`src/hw/rtl/md5_stream_hasher_macros.svh`:
```
// Assertion macros for the MD5 stream hasher.
// Included by the RTL files that carry concurrent checks; no other dependencies.
`ifndef MD5_STREAM_HASHER_MACROS_SVH
`define MD5_STREAM_HASHER_MACROS_SVH
`ifndef SYNTH
// Check that a property holds at every rising clock edge outside reset
`define MD5SH_ASSERT(name, clk, rst_n, prop, msg) \
  name: assert property (@(posedge clk) disable iff (!rst_n) (prop)) else $error(msg);
// Check that a condition never occurs outside reset
`define MD5SH_NEVER(name, clk, rst_n, cond, msg) \
  name: assert property (@(posedge clk) disable iff (!rst_n) !(cond)) else $error(msg);
`else
`define MD5SH_ASSERT(name, clk, rst_n, prop, msg)
`define MD5SH_NEVER(name, clk, rst_n, cond, msg)
`endif
`endif

```
`src/hw/rtl/md5sh_pkg.sv`:
```
// Shared types, constants and round tables of the MD5 stream hasher.
// No dependencies; imported by every module of the block.
package md5sh_pkg;

  // Word queue between the byte front end and the compression core
  localparam int unsigned QDepth = 2;  // power of two: pointers wrap by overflow
  localparam int unsigned QPtrW  = $clog2(QDepth);
  localparam int unsigned QCntW  = QPtrW + 1;

  // Word position in a block where the bit length starts
  localparam logic [3:0] LenWordPos = 4'd14;

  localparam logic [7:0] PadByte = 8'h80;

  localparam logic [31:0] InitA = 32'h67452301;
  localparam logic [31:0] InitB = 32'hefcdab89;
  localparam logic [31:0] InitC = 32'h98badcfe;
  localparam logic [31:0] InitD = 32'h10325476;

  // One 32-bit message word, flagged when it closes the final block of a message
  typedef struct packed {
    logic        last;
    logic [31:0] word;
  } q_entry_t;

  // Additive round constant
  function automatic logic [31:0] round_k(input logic [5:0] r);
    logic [31:0] k;
    case (r)
      6'd0:  k = 32'hd76aa478;  6'd1:  k = 32'he8c7b756;
      6'd2:  k = 32'h242070db;  6'd3:  k = 32'hc1bdceee;
      6'd4:  k = 32'hf57c0faf;  6'd5:  k = 32'h4787c62a;
      6'd6:  k = 32'ha8304613;  6'd7:  k = 32'hfd469501;
      6'd8:  k = 32'h698098d8;  6'd9:  k = 32'h8b44f7af;
      6'd10: k = 32'hffff5bb1;  6'd11: k = 32'h895cd7be;
      6'd12: k = 32'h6b901122;  6'd13: k = 32'hfd987193;
      6'd14: k = 32'ha679438e;  6'd15: k = 32'h49b40821;
      6'd16: k = 32'hf61e2562;  6'd17: k = 32'hc040b340;
      6'd18: k = 32'h265e5a51;  6'd19: k = 32'he9b6c7aa;
      6'd20: k = 32'hd62f105d;  6'd21: k = 32'h02441453;
      6'd22: k = 32'hd8a1e681;  6'd23: k = 32'he7d3fbc8;
      6'd24: k = 32'h21e1cde6;  6'd25: k = 32'hc33707d6;
      6'd26: k = 32'hf4d50d87;  6'd27: k = 32'h455a14ed;
      6'd28: k = 32'ha9e3e905;  6'd29: k = 32'hfcefa3f8;
      6'd30: k = 32'h676f02d9;  6'd31: k = 32'h8d2a4c8a;
      6'd32: k = 32'hfffa3942;  6'd33: k = 32'h8771f681;
      6'd34: k = 32'h6d9d6122;  6'd35: k = 32'hfde5380c;
      6'd36: k = 32'ha4beea44;  6'd37: k = 32'h4bdecfa9;
      6'd38: k = 32'hf6bb4b60;  6'd39: k = 32'hbebfbc70;
      6'd40: k = 32'h289b7ec6;  6'd41: k = 32'heaa127fa;
      6'd42: k = 32'hd4ef3085;  6'd43: k = 32'h04881d05;
      6'd44: k = 32'hd9d4d039;  6'd45: k = 32'he6db99e5;
      6'd46: k = 32'h1fa27cf8;  6'd47: k = 32'hc4ac5665;
      6'd48: k = 32'hf4292244;  6'd49: k = 32'h432aff97;
      6'd50: k = 32'hab9423a7;  6'd51: k = 32'hfc93a039;
      6'd52: k = 32'h655b59c3;  6'd53: k = 32'h8f0ccc92;
      6'd54: k = 32'hffeff47d;  6'd55: k = 32'h85845dd1;
      6'd56: k = 32'h6fa87e4f;  6'd57: k = 32'hfe2ce6e0;
      6'd58: k = 32'ha3014314;  6'd59: k = 32'h4e0811a1;
      6'd60: k = 32'hf7537e82;  6'd61: k = 32'hbd3af235;
      6'd62: k = 32'h2ad7d2bb;  6'd63: k = 32'heb86d391;
      default: k = 32'h0;
    endcase
    return k;
  endfunction

  // Left rotate amount, set by phase and round position mod 4
  function automatic logic [4:0] rot_amt(input logic [5:0] r);
    logic [4:0] s;
    case ({r[5:4], r[1:0]})
      4'd0:  s = 5'd7;   4'd1:  s = 5'd12;  4'd2:  s = 5'd17;  4'd3:  s = 5'd22;
      4'd4:  s = 5'd5;   4'd5:  s = 5'd9;   4'd6:  s = 5'd14;  4'd7:  s = 5'd20;
      4'd8:  s = 5'd4;   4'd9:  s = 5'd11;  4'd10: s = 5'd16;  4'd11: s = 5'd23;
      4'd12: s = 5'd6;   4'd13: s = 5'd10;  4'd14: s = 5'd15;  4'd15: s = 5'd21;
      default: s = 5'd0;
    endcase
    return s;
  endfunction

  // Message word used by a round; arithmetic is mod 16 in four bits
  function automatic logic [3:0] msg_idx(input logic [5:0] r);
    logic [3:0] r4;
    logic [3:0] g;
    r4 = r[3:0];
    case (r[5:4])
      2'd0:    g = r4;
      2'd1:    g = 4'(r4 * 4'd5 + 4'd1);
      2'd2:    g = 4'(r4 * 4'd3 + 4'd5);
      default: g = 4'(r4 * 4'd7);
    endcase
    return g;
  endfunction

endpackage

```
`src/hw/rtl/md5sh_front.sv`:
```
// Front end: accepts bytes and finish commands, packs little-endian words,
// generates MD5 padding and length words. Depends on md5sh_pkg.
module md5sh_front (
  input  logic                clk_i,
  input  logic                rst_ni,
  input  logic                push_i,
  input  logic                kind_i,
  input  logic [7:0]          data_byte_i,
  output logic                full_o,
  input  logic                q_full_i,
  output logic                q_push_o,
  output md5sh_pkg::q_entry_t q_entry_o
);
  import md5sh_pkg::*;

  typedef enum logic [1:0] {
    StData,
    StPadZero,
    StLenLo,
    StLenHi
  } state_e;

  state_e      state_q, state_d;
  logic [60:0] cnt_q, cnt_d;
  logic [23:0] acc_q, acc_d;
  logic [3:0]  wp_q, wp_d;

  logic        accept;
  logic [1:0]  bpos;
  logic [31:0] acc_ext;
  logic [31:0] pad_word;
  logic [3:0]  wp_first;

  assign full_o = (state_q != StData) || q_full_i;
  assign accept = push_i && !full_o;
  assign bpos   = cnt_q[1:0];
  assign acc_ext  = {8'h00, acc_q};
  assign wp_first = cnt_q[5:2] + 4'd1;

  // Build the first padding word: kept bytes, then the pad marker, then zeros
  always_comb begin
    pad_word = '0;
    for (int i = 0; i < 4; i++) begin
      if (2'(i) < bpos) begin
        pad_word[8*i +: 8] = acc_ext[8*i +: 8];
      end else if (2'(i) == bpos) begin
        pad_word[8*i +: 8] = PadByte;
      end
    end
  end

  // Sequence data packing and padding
  always_comb begin
    state_d   = state_q;
    cnt_d     = cnt_q;
    acc_d     = acc_q;
    wp_d      = wp_q;
    q_push_o  = 1'b0;
    q_entry_o = '{last: 1'b0, word: 32'h0};
    case (state_q)
      StData: begin
        if (accept && !kind_i) begin
          cnt_d = cnt_q + 61'd1;
          case (bpos)
            2'd0: acc_d[7:0]   = data_byte_i;
            2'd1: acc_d[15:8]  = data_byte_i;
            2'd2: acc_d[23:16] = data_byte_i;
            default: begin
              q_push_o  = 1'b1;
              q_entry_o = '{last: 1'b0, word: {data_byte_i, acc_q}};
            end
          endcase
        end else if (accept && kind_i) begin
          q_push_o  = 1'b1;
          q_entry_o = '{last: 1'b0, word: pad_word};
          wp_d      = wp_first;
          state_d   = (wp_first == LenWordPos) ? StLenLo : StPadZero;
        end
      end
      StPadZero: begin
        if (!q_full_i) begin
          q_push_o = 1'b1;
          wp_d     = wp_q + 4'd1;
          if (wp_q + 4'd1 == LenWordPos) begin
            state_d = StLenLo;
          end
        end
      end
      StLenLo: begin
        if (!q_full_i) begin
          q_push_o  = 1'b1;
          q_entry_o = '{last: 1'b0, word: {cnt_q[28:0], 3'b000}};
          state_d   = StLenHi;
        end
      end
      StLenHi: begin
        if (!q_full_i) begin
          q_push_o  = 1'b1;
          q_entry_o = '{last: 1'b1, word: cnt_q[60:29]};
          cnt_d     = '0;
          state_d   = StData;
        end
      end
      default: state_d = StData;
    endcase
  end

  // Hold state, byte count and partial word
  always_ff @(posedge clk_i or negedge rst_ni) begin
    if (!rst_ni) begin
      state_q <= StData;
      cnt_q   <= '0;
      acc_q   <= '0;
      wp_q    <= '0;
    end else begin
      state_q <= state_d;
      cnt_q   <= cnt_d;
      acc_q   <= acc_d;
      wp_q    <= wp_d;
    end
  end

endmodule

```
`src/hw/rtl/md5sh_fifo.sv`:
```
// Short word queue between the front end and the compression core.
// Depends on md5sh_pkg and the assertion macros header.
`include "md5_stream_hasher_macros.svh"
module md5sh_fifo (
  input  logic                clk_i,
  input  logic                rst_ni,
  input  logic                push_i,
  input  md5sh_pkg::q_entry_t data_i,
  output logic                full_o,
  input  logic                pop_i,
  output md5sh_pkg::q_entry_t data_o,
  output logic                empty_o
);
  import md5sh_pkg::*;

  q_entry_t         mem_q [QDepth];
  logic [QPtrW-1:0] wr_ptr_q, rd_ptr_q;
  logic [QCntW-1:0] count_q;
  logic             do_push, do_pop;

  assign full_o  = (count_q == QCntW'(QDepth));
  assign empty_o = (count_q == '0);
  assign do_push = push_i && !full_o;
  assign do_pop  = pop_i && !empty_o;
  assign data_o  = mem_q[rd_ptr_q];

  // Advance pointers and occupancy on each transfer
  always_ff @(posedge clk_i or negedge rst_ni) begin
    if (!rst_ni) begin
      wr_ptr_q <= '0;
      rd_ptr_q <= '0;
      count_q  <= '0;
    end else begin
      if (do_push) begin
        wr_ptr_q <= wr_ptr_q + 1'b1;
      end
      if (do_pop) begin
        rd_ptr_q <= rd_ptr_q + 1'b1;
      end
      count_q <= count_q + QCntW'(do_push) - QCntW'(do_pop);
    end
  end

  // Store entries; no reset needed on payload
  always_ff @(posedge clk_i) begin
    if (do_push) begin
      mem_q[wr_ptr_q] <= data_i;
    end
  end

  `MD5SH_NEVER(a_fifo_overrun, clk_i, rst_ni, push_i && full_o, "push into full word queue")
  `MD5SH_NEVER(a_fifo_count, clk_i, rst_ni, count_q > QCntW'(QDepth), "queue count out of range")

endmodule

```
`src/hw/rtl/md5sh_core.sv`:
```
// Compression core: loads 16 words into the block buffer, runs 64 rounds,
// updates the chaining words and holds the digest. Depends on md5sh_pkg, macros.
`include "md5_stream_hasher_macros.svh"
module md5sh_core (
  input  logic                clk_i,
  input  logic                rst_ni,
  input  logic                q_empty_i,
  input  md5sh_pkg::q_entry_t q_entry_i,
  output logic                q_pop_o,
  output logic                empty_o,
  input  logic                pop_i,
  output logic [63:0]         digest_low_o,
  output logic [63:0]         digest_high_o
);
  import md5sh_pkg::*;

  typedef enum logic [1:0] {
    StLoad,
    StRound,
    StFinal,
    StEmit
  } state_e;

  state_e      state_q, state_d;
  logic [31:0] block_q [16];
  logic [31:0] block_d [16];
  logic [31:0] chain_q [4];
  logic [31:0] chain_d [4];
  logic [31:0] a_q, b_q, c_q, d_q;
  logic [31:0] a_d, b_d, c_d, d_d;
  logic [31:0] t_q, t_d;
  logic [5:0]  round_q, round_d;
  logic [3:0]  widx_q, widx_d;
  logic        last_q, last_d;
  logic        out_valid_q, out_valid_d;
  logic [63:0] dig_lo_q, dig_lo_d, dig_hi_q, dig_hi_d;

  logic [31:0] f_val;
  logic [31:0] sum;
  logic [63:0] rot_dbl;
  logic [31:0] new_b;
  logic [5:0]  round_nx;

  assign empty_o       = !out_valid_q;
  assign digest_low_o  = dig_lo_q;
  assign digest_high_o = dig_hi_q;
  assign q_pop_o       = (state_q == StLoad) && !q_empty_i;

  // One MD5 round; t_q carries K plus the message word, registered in the cycle before the round uses it
  always_comb begin
    case (round_q[5:4])
      2'd0:    f_val = (b_q & c_q) | (~b_q & d_q);
      2'd1:    f_val = (b_q & d_q) | (c_q & ~d_q);
      2'd2:    f_val = b_q ^ c_q ^ d_q;
      default: f_val = c_q ^ (b_q | ~d_q);
    endcase
    sum      = a_q + f_val + t_q;
    rot_dbl  = {sum, sum} << rot_amt(round_q);
    new_b    = b_q + rot_dbl[63:32];
    round_nx = round_q + 6'd1;
  end

  // Sequence loading, rounds, chain update and digest hand-off
  always_comb begin
    state_d     = state_q;
    block_d     = block_q;
    chain_d     = chain_q;
    a_d         = a_q;
    b_d         = b_q;
    c_d         = c_q;
    d_d         = d_q;
    t_d         = t_q;
    round_d     = round_q;
    widx_d      = widx_q;
    last_d      = last_q;
    out_valid_d = out_valid_q;
    dig_lo_d    = dig_lo_q;
    dig_hi_d    = dig_hi_q;

    // Drop the digest once the receiver takes it
    if (pop_i && out_valid_q) begin
      out_valid_d = 1'b0;
    end

    case (state_q)
      StLoad: begin
        if (!q_empty_i) begin
          block_d[widx_q] = q_entry_i.word;
          widx_d          = widx_q + 4'd1;
          if (widx_q == 4'd15) begin
            last_d  = q_entry_i.last;
            a_d     = chain_q[0];
            b_d     = chain_q[1];
            c_d     = chain_q[2];
            d_d     = chain_q[3];
            round_d = '0;
            t_d     = round_k(6'd0) + block_q[msg_idx(6'd0)];
            state_d = StRound;
          end
        end
      end
      StRound: begin
        a_d     = d_q;
        d_d     = c_q;
        c_d     = b_q;
        b_d     = new_b;
        round_d = round_nx;
        t_d     = round_k(round_nx) + block_q[msg_idx(round_nx)];
        if (round_q == 6'd63) begin
          state_d = StFinal;
        end
      end
      StFinal: begin
        chain_d[0] = chain_q[0] + a_q;
        chain_d[1] = chain_q[1] + b_q;
        chain_d[2] = chain_q[2] + c_q;
        chain_d[3] = chain_q[3] + d_q;
        state_d    = last_q ? StEmit : StLoad;
      end
      StEmit: begin
        if (!out_valid_q || pop_i) begin
          out_valid_d = 1'b1;
          dig_lo_d    = {chain_q[1], chain_q[0]};
          dig_hi_d    = {chain_q[3], chain_q[2]};
          chain_d[0]  = InitA;
          chain_d[1]  = InitB;
          chain_d[2]  = InitC;
          chain_d[3]  = InitD;
          state_d     = StLoad;
        end
      end
      default: state_d = StLoad;
    endcase
  end

  // Hold state, working registers and the digest output register
  always_ff @(posedge clk_i or negedge rst_ni) begin
    if (!rst_ni) begin
      state_q     <= StLoad;
      chain_q[0]  <= InitA;
      chain_q[1]  <= InitB;
      chain_q[2]  <= InitC;
      chain_q[3]  <= InitD;
      round_q     <= '0;
      widx_q      <= '0;
      last_q      <= 1'b0;
      out_valid_q <= 1'b0;
    end else begin
      state_q     <= state_d;
      chain_q     <= chain_d;
      round_q     <= round_d;
      widx_q      <= widx_d;
      last_q      <= last_d;
      out_valid_q <= out_valid_d;
    end
  end

  // Payload registers
  always_ff @(posedge clk_i) begin
    block_q  <= block_d;
    a_q      <= a_d;
    b_q      <= b_d;
    c_q      <= c_d;
    d_q      <= d_d;
    t_q      <= t_d;
    dig_lo_q <= dig_lo_d;
    dig_hi_q <= dig_hi_d;
  end

  `MD5SH_ASSERT(a_rose_from_emit, clk_i, rst_ni, $rose(out_valid_q) |-> $past(state_q) == StEmit, "digest appeared outside emit")
  `MD5SH_ASSERT(a_emit_only_last, clk_i, rst_ni, (state_q == StEmit) |-> last_q, "emit without final block")
  `MD5SH_ASSERT(a_round_widx_zero, clk_i, rst_ni, (state_q == StRound) |-> (widx_q == 4'd0), "block load index not wrapped during rounds")

endmodule

```
`src/hw/rtl/md5_stream_hasher.sv`:
```
// MD5 stream hasher, top level: front end, word queue and compression core.
// Depends on md5sh_pkg, md5sh_front, md5sh_fifo and md5sh_core.
//
// Usage:
//   Input queue: drive kind_i/data_byte_i with push; a transfer happens when
//   push is high and full is low. kind_i = 0 carries one message byte,
//   kind_i = 1 ends the message and requests its digest.
//   Result queue: while empty is low, digest_low_o/digest_high_o hold the
//   digest in byte order (byte 0 in bits 7:0 of digest_low_o); pop takes it.
//   Throughput: bytes enter one per cycle while the word queue has room. The
//   core loads 16 words, runs 64 rounds and does one chaining add per block.
//   The queue buffers only eight bytes, so the input stalls during the rounds.
//   Finish: full stays high while padding and length words are queued, longer
//   when the padding spills into another block; the digest shows up once the
//   core has compressed the final block.
//   A stalled receiver holds the digest; the next one waits in the core and
//   the input fills up behind it.
//   Reset: chaining words go to the standard initial values, the byte count
//   and all queues clear. No clearing pass is needed.
module md5_stream_hasher (
  input  logic        clk_i,
  input  logic        rst_ni,
  input  logic        push,
  output logic        full,
  input  logic        kind_i,
  input  logic [7:0]  data_byte_i,
  output logic        empty,
  input  logic        pop,
  output logic [63:0] digest_low_o,
  output logic [63:0] digest_high_o
);
  import md5sh_pkg::*;

  q_entry_t q_wr_entry, q_rd_entry;
  logic     q_push, q_full, q_pop, q_empty;

  // Classify items and emit message words
  md5sh_front u_front (
    .clk_i       (clk_i),
    .rst_ni      (rst_ni),
    .push_i      (push),
    .kind_i      (kind_i),
    .data_byte_i (data_byte_i),
    .full_o      (full),
    .q_full_i    (q_full),
    .q_push_o    (q_push),
    .q_entry_o   (q_wr_entry)
  );

  // Decouple front end and core
  md5sh_fifo u_fifo (
    .clk_i   (clk_i),
    .rst_ni  (rst_ni),
    .push_i  (q_push),
    .data_i  (q_wr_entry),
    .full_o  (q_full),
    .pop_i   (q_pop),
    .data_o  (q_rd_entry),
    .empty_o (q_empty)
  );

  // Compress blocks and deliver digests
  md5sh_core u_core (
    .clk_i         (clk_i),
    .rst_ni        (rst_ni),
    .q_empty_i     (q_empty),
    .q_entry_i     (q_rd_entry),
    .q_pop_o       (q_pop),
    .empty_o       (empty),
    .pop_i         (pop),
    .digest_low_o  (digest_low_o),
    .digest_high_o (digest_high_o)
  );

endmodule

```
`config.mk`:
```
export PLATFORM = sky130hd
export DESIGN_NAME = md5_stream_hasher
export DESIGN_NICKNAME = d
export VERILOG_FILES = /design/src/hw/rtl/md5sh_pkg.sv /design/src/hw/rtl/md5sh_front.sv /design/src/hw/rtl/md5sh_fifo.sv /design/src/hw/rtl/md5sh_core.sv /design/src/hw/rtl/md5_stream_hasher.sv
export VERILOG_INCLUDE_DIRS = /design/src /design/src/hw/rtl
export SDC_FILE = /design/constraint.sdc
export NUM_CORES = 2
export LEC_CHECK = 0
export ABC_AREA = 0
export BUFFER_PORTS_ARGS = -buffer_cell sky130_fd_sc_hd__buf_2
export CELL_PAD_IN_SITES_DETAIL_PLACEMENT = 0
export CELL_PAD_IN_SITES_GLOBAL_PLACEMENT = 1
export CORE_AREA = 3 3 349 351
export DETAILED_ROUTE_END_ITERATION = 7
export DIE_AREA = 0 0 352 354
export PLACE_DENSITY_LB_ADDON = 0.1
export SLEW_MARGIN = 20
export SYNTH_ARGS = -nofsm -noshare
export SYNTH_HDL_FRONTEND = slang
export SYNTH_SLANG_ARGS = --single-unit
```
`constraint.sdc`:
```
create_clock -name clk_i -period 21.7 [get_ports clk_i]
set_input_delay 1.085 -clock clk_i [delete_from_list [all_inputs] [get_ports clk_i]]
set_output_delay 1.085 -clock clk_i [all_outputs]
set_load 0.01 [all_outputs]
```
==> results.txt <==
----------------------------------------------------
[Run status]
  Run status ... finished, violations left
  Failing checks ... DRC

[Clock network]
  # hold bufs at CTS ... 0
  Post-cts repair resize count ... 0
  Clock latency on the worst-skew pair ... between 0.7 and 0.8 ns
  Post-CTS setup-driven buffer insertion count ... 0
  H-tree lvl count ... 3
  CTS root buf ... clkbuf_16
  Worst-case clock buffer depth ... 3
  Clock transition at path regs ... about 0.07 ns
  CTS tree ... done
  Clk sink count ... between 1000 and 1500
  TritonCTS buffer count ... ~110

[Critical path]
  Arrival time at the worst endpoint ... around 10 ns
  Worst setup SP type ... flip-flop
  Kind of critical path ... reg2reg
  Worst path slowest cell ... dfrtp_4
  Critical path origin ... u_core.round_q[5]$_DFFE_PN0P_
  R2r setup slk ... between 10 and 15 ns
  Category of the worst setup path capture point ... flip-flop
  Top cell family by delay on the critical path ... compound AO/OA/AOI/OAI gates
  Reg2Reg Depth ... 31
  Buf+Inv Stages, Crit Path ... 3
  Maximum fanout along the worst path ... 57
  Largest stage delay, worst path ... approximately 0.93 ns
  Capture point of the worst reg-to-reg path ... u_core.b_q[28]$_DFFE_PP_
  Crit path required time ... between 20 and 25 ns
  Most repeated library cell on the critical path ... mux2i_1
  Reg2reg start ... u_core.round_q[5]$_DFFE_PN0P_

[Logic synthesis]
  Post-synth cell types ... a little over 100
  #FFs+latches synth ... approximately 1100
  Top_reg_cell synth ... edfxtp_1
  Syn avg cell area ... 11.12 um^2
  Net count of the mapped netlist ... just under 6000
  Post-synthesis async set-or-reset flop share ... 21.49%
  Number of enable flip-flop cells after synthesis ... between 800 and 900
  Cell area after technology mapping ... roughly 63000 um^2
  Part of the Yosys area used for sequential elements ... about 51%
  Total number of yosys warnings ... 0
  Count of mapped cells out of synthesis ... between 5000 and 6000

[Routing]
  Total Routed Length ... roughly 190 mm
  Violation count after the first detailed-routing iteration ... between 4000 and 5000
  Vias after detailed routing ... between 40000 and 50000
  DR WL/cell ... about 26 um
  Via-per-instance ratio ... around 6.2
  Number of search-and-repair iterations in the first detailed-routing pass ... 8
  Antenna-violating nets left ... 0
  Remaining design rule violation count ... 7

[GRT]
  Final global-route overflow total ... 0
  Number of antenna violations at the first check in global routing ... 3
  Via count of the first global-routing pass ... 43956
  Met1 Use GR ... 41.27%
  GRT met3 Usage ... under 10%
  Global-route wire length before repair ... roughly 280 mm
  Global routing usage on met2 ... around 50%
  Maximum number of pins on one net before global-route repair ... 86
  Global-route usage over all layers ... between 30% and 40%
  Most used routing layer ... met2

[Timing]
  Final Cycle Share ... about 45%
  Final setup violation count ... 0
  Aggregate negative setup slack ... 0 ns
  Pins over their slew limit ... 0
  Unrepaired setup endpoints after global routing ... false
  Max Clock Freq ... a little over 0.1 GHz
  Smallest setup slack after layout ... 11.97 ns
  Layout Skew ... about 0.059 ns
  Fin crit period ... about 10 ns
  Max-Slew Margin vs Limit ... 15.24%
  Final Hold Vio Count ... 0
  Pin slew with the least headroom to its limit ... approximately 1.3 ns

[Layout]
  Number of filler instances in the final layout ... between 10000 and 15000
  Area of the multi-input gates ... between 20000 and 30000 um^2
  Core occupancy in the finished layout ... around 58%
  Most used cells in the layout excluding fill and tap cells ... 866 x edfxtp_1, 631 x nand2_1, 426 x a21oi_1, 366 x nor2_1, 341 x o21ai_0
  Area growth, synth to finish ... 10.07%
  Share of cells above drive strength 1 ... 13.25%
  Total inserted antenna cells ... 0
  Combined flip-flop and latch cell area ... about 32000 um^2
  Final net count ... 6003
  Most common cell after layout, fill and taps aside ... edfxtp_1

[Place]
  Number of input and output port buffers inserted ... roughly 140
  Hpwl dp ... roughly 130 mm
  Pre-CTS worst setup slack ... around 12 ns
  Routability cong. ... 0.9761

[Floorplan]
  Area of the placeable core ... roughly 120000 um^2
  Number of placed I/O pins ... around 140
  Total Die Area ... ~120000 um^2
  Site Rows ... 127
  Starting density of the core ... 52.60%
  Vert. Die Dim ... around 350 um
  Width of the die ... roughly 350 um

[Worst hold path]
  Classification of the worst-slack hold path ... in2async

[Run]
  Number of max-capacitance violations reported ... 0

----------------------------------------------------
worst reg2reg max path: cells and delay by family (launching register included):
| family | cells | cell delay, ns |
|---|---|---|
| AO/OA/AOI/OAI | 16 | 3.86 |
| XOR/XNOR | 1 | 0.16 |
| adder cells (fa/ha/maj) | 4 | 1.45 |
| buffers and inverters | 3 | 1.00 |
| flip-flops | 1 | 0.93 |
| multiplexers | 3 | 0.80 |
| AND/OR/NAND/NOR | 4 | 1.27 |
Yosys cell counts, types with 17 or more instances:
library cell,n,area share [%]
mux2i_1,108,1.7
nor3_1,90,0.72
o21bai_1,34,0.41
a31oi_1,81,0.81
ha_1,262,5.2
buf_2,35,0.28
mux4_2,137,4.9
o21ai_0,341,2.7
o221ai_1,36,0.50
a21o_1,86,1.0
a222oi_1,27,0.43
maj3_1,30,0.48
a21oi_1,426,3.4
o211ai_1,46,0.55
o31ai_1,25,0.30
dfstp_2,64,2.7
mux2_2,85,1.5
buf_1,29,0.17
or3_1,52,0.52
and3_1,37,0.37
nand2b_1,27,0.27
and2_1,37,0.37
dfrtp_1,173,6.9
edfxtp_1,866,41
a211oi_1,79,0.94
nor2b_1,60,0.60
xor2_1,152,2.1
o22a_1,34,0.47
o21ai_1,17,0.14
clkbuf_1,228,1.4
nor2_1,368,2.2
nand4_1,30,0.30
nand2_1,631,3.8
nand3_1,137,1.1
xnor2_1,146,2.0
o21a_1,37,0.44
inv_1,265,1.6
fa_1,40,1.3
flip-flops by register name, indices dropped and copies added (netlist names), 32 cells and up:
name	flops
u_core.a_q	32
u_core.b_q	32
u_core.block_q	512
u_core.c_q	32
u_core.chain_q	128
u_core.d_q	32
u_core.digest_high_o	64
u_core.digest_low_o	64
u_core.t_q	32
u_fifo.mem_q	66
u_front.cnt_q	61
worst max-delay path by stage:
stage	end	cells after the start
after floorplan	u_core.b_q[31]$_DFFE_PP_	35
after global placement	u_core.b_q[28]$_DFFE_PP_	31
after detailed placement	u_core.b_q[28]$_DFFE_PP_	31
after CTS	u_core.b_q[28]$_DFFE_PP_	31
after global routing	u_core.b_q[28]$_DFFE_PP_	31
final	u_core.b_q[28]$_DFFE_PP_	31
per-layer routing:
metal,wire length [um],vias to the layer above
li1,-,21178
met1,81380,23001
met2,90810,1660
met3,12350,274
met4,5622,0
met5,0,-
layout make-up:
cell class | instances | area share (%)
Sequential cell | 1103 | 46.35
Multi-Input combinational cell | 3976 | 41.63
Clock buffer | 145 | 4.401
Tap cell | 1612 | 2.919
Timing Repair Buffer | 226 | 1.956
Inverter | 267 | 1.465
Clock inverter | 71 | 1.278
stage by stage:
| stage | instance area [um^2] | cells | hold WS (ns) |
|---|---|---|---|
| floorplan | 62770 | 5646 | 0.4458 |
| finish | 69090 | 7400 | 0.2114 |
| CTS | 69090 | 7400 | 0.2389 |
| global route | 69090 | 7400 | 0.2575 |
| global placement | 65170 | 7184 | 0.4625 |
| detailed placement | 65170 | 7184 | 0.4785 |
cells by family after synthesis:
logic type	synth area share [%]
AND/OR/NAND/NOR	11.04
flip-flops	51.00
adder cells (fa/ha/maj)	6.976
AO/OA/AOI/OAI	15.15
multiplexers	8.162
XOR/XNOR	4.158
buffers and inverters	3.508
Power is left out: the tool's default activity adds up to more than one toggle a clock period on the data nets, which glitch-free logic cannot reach.
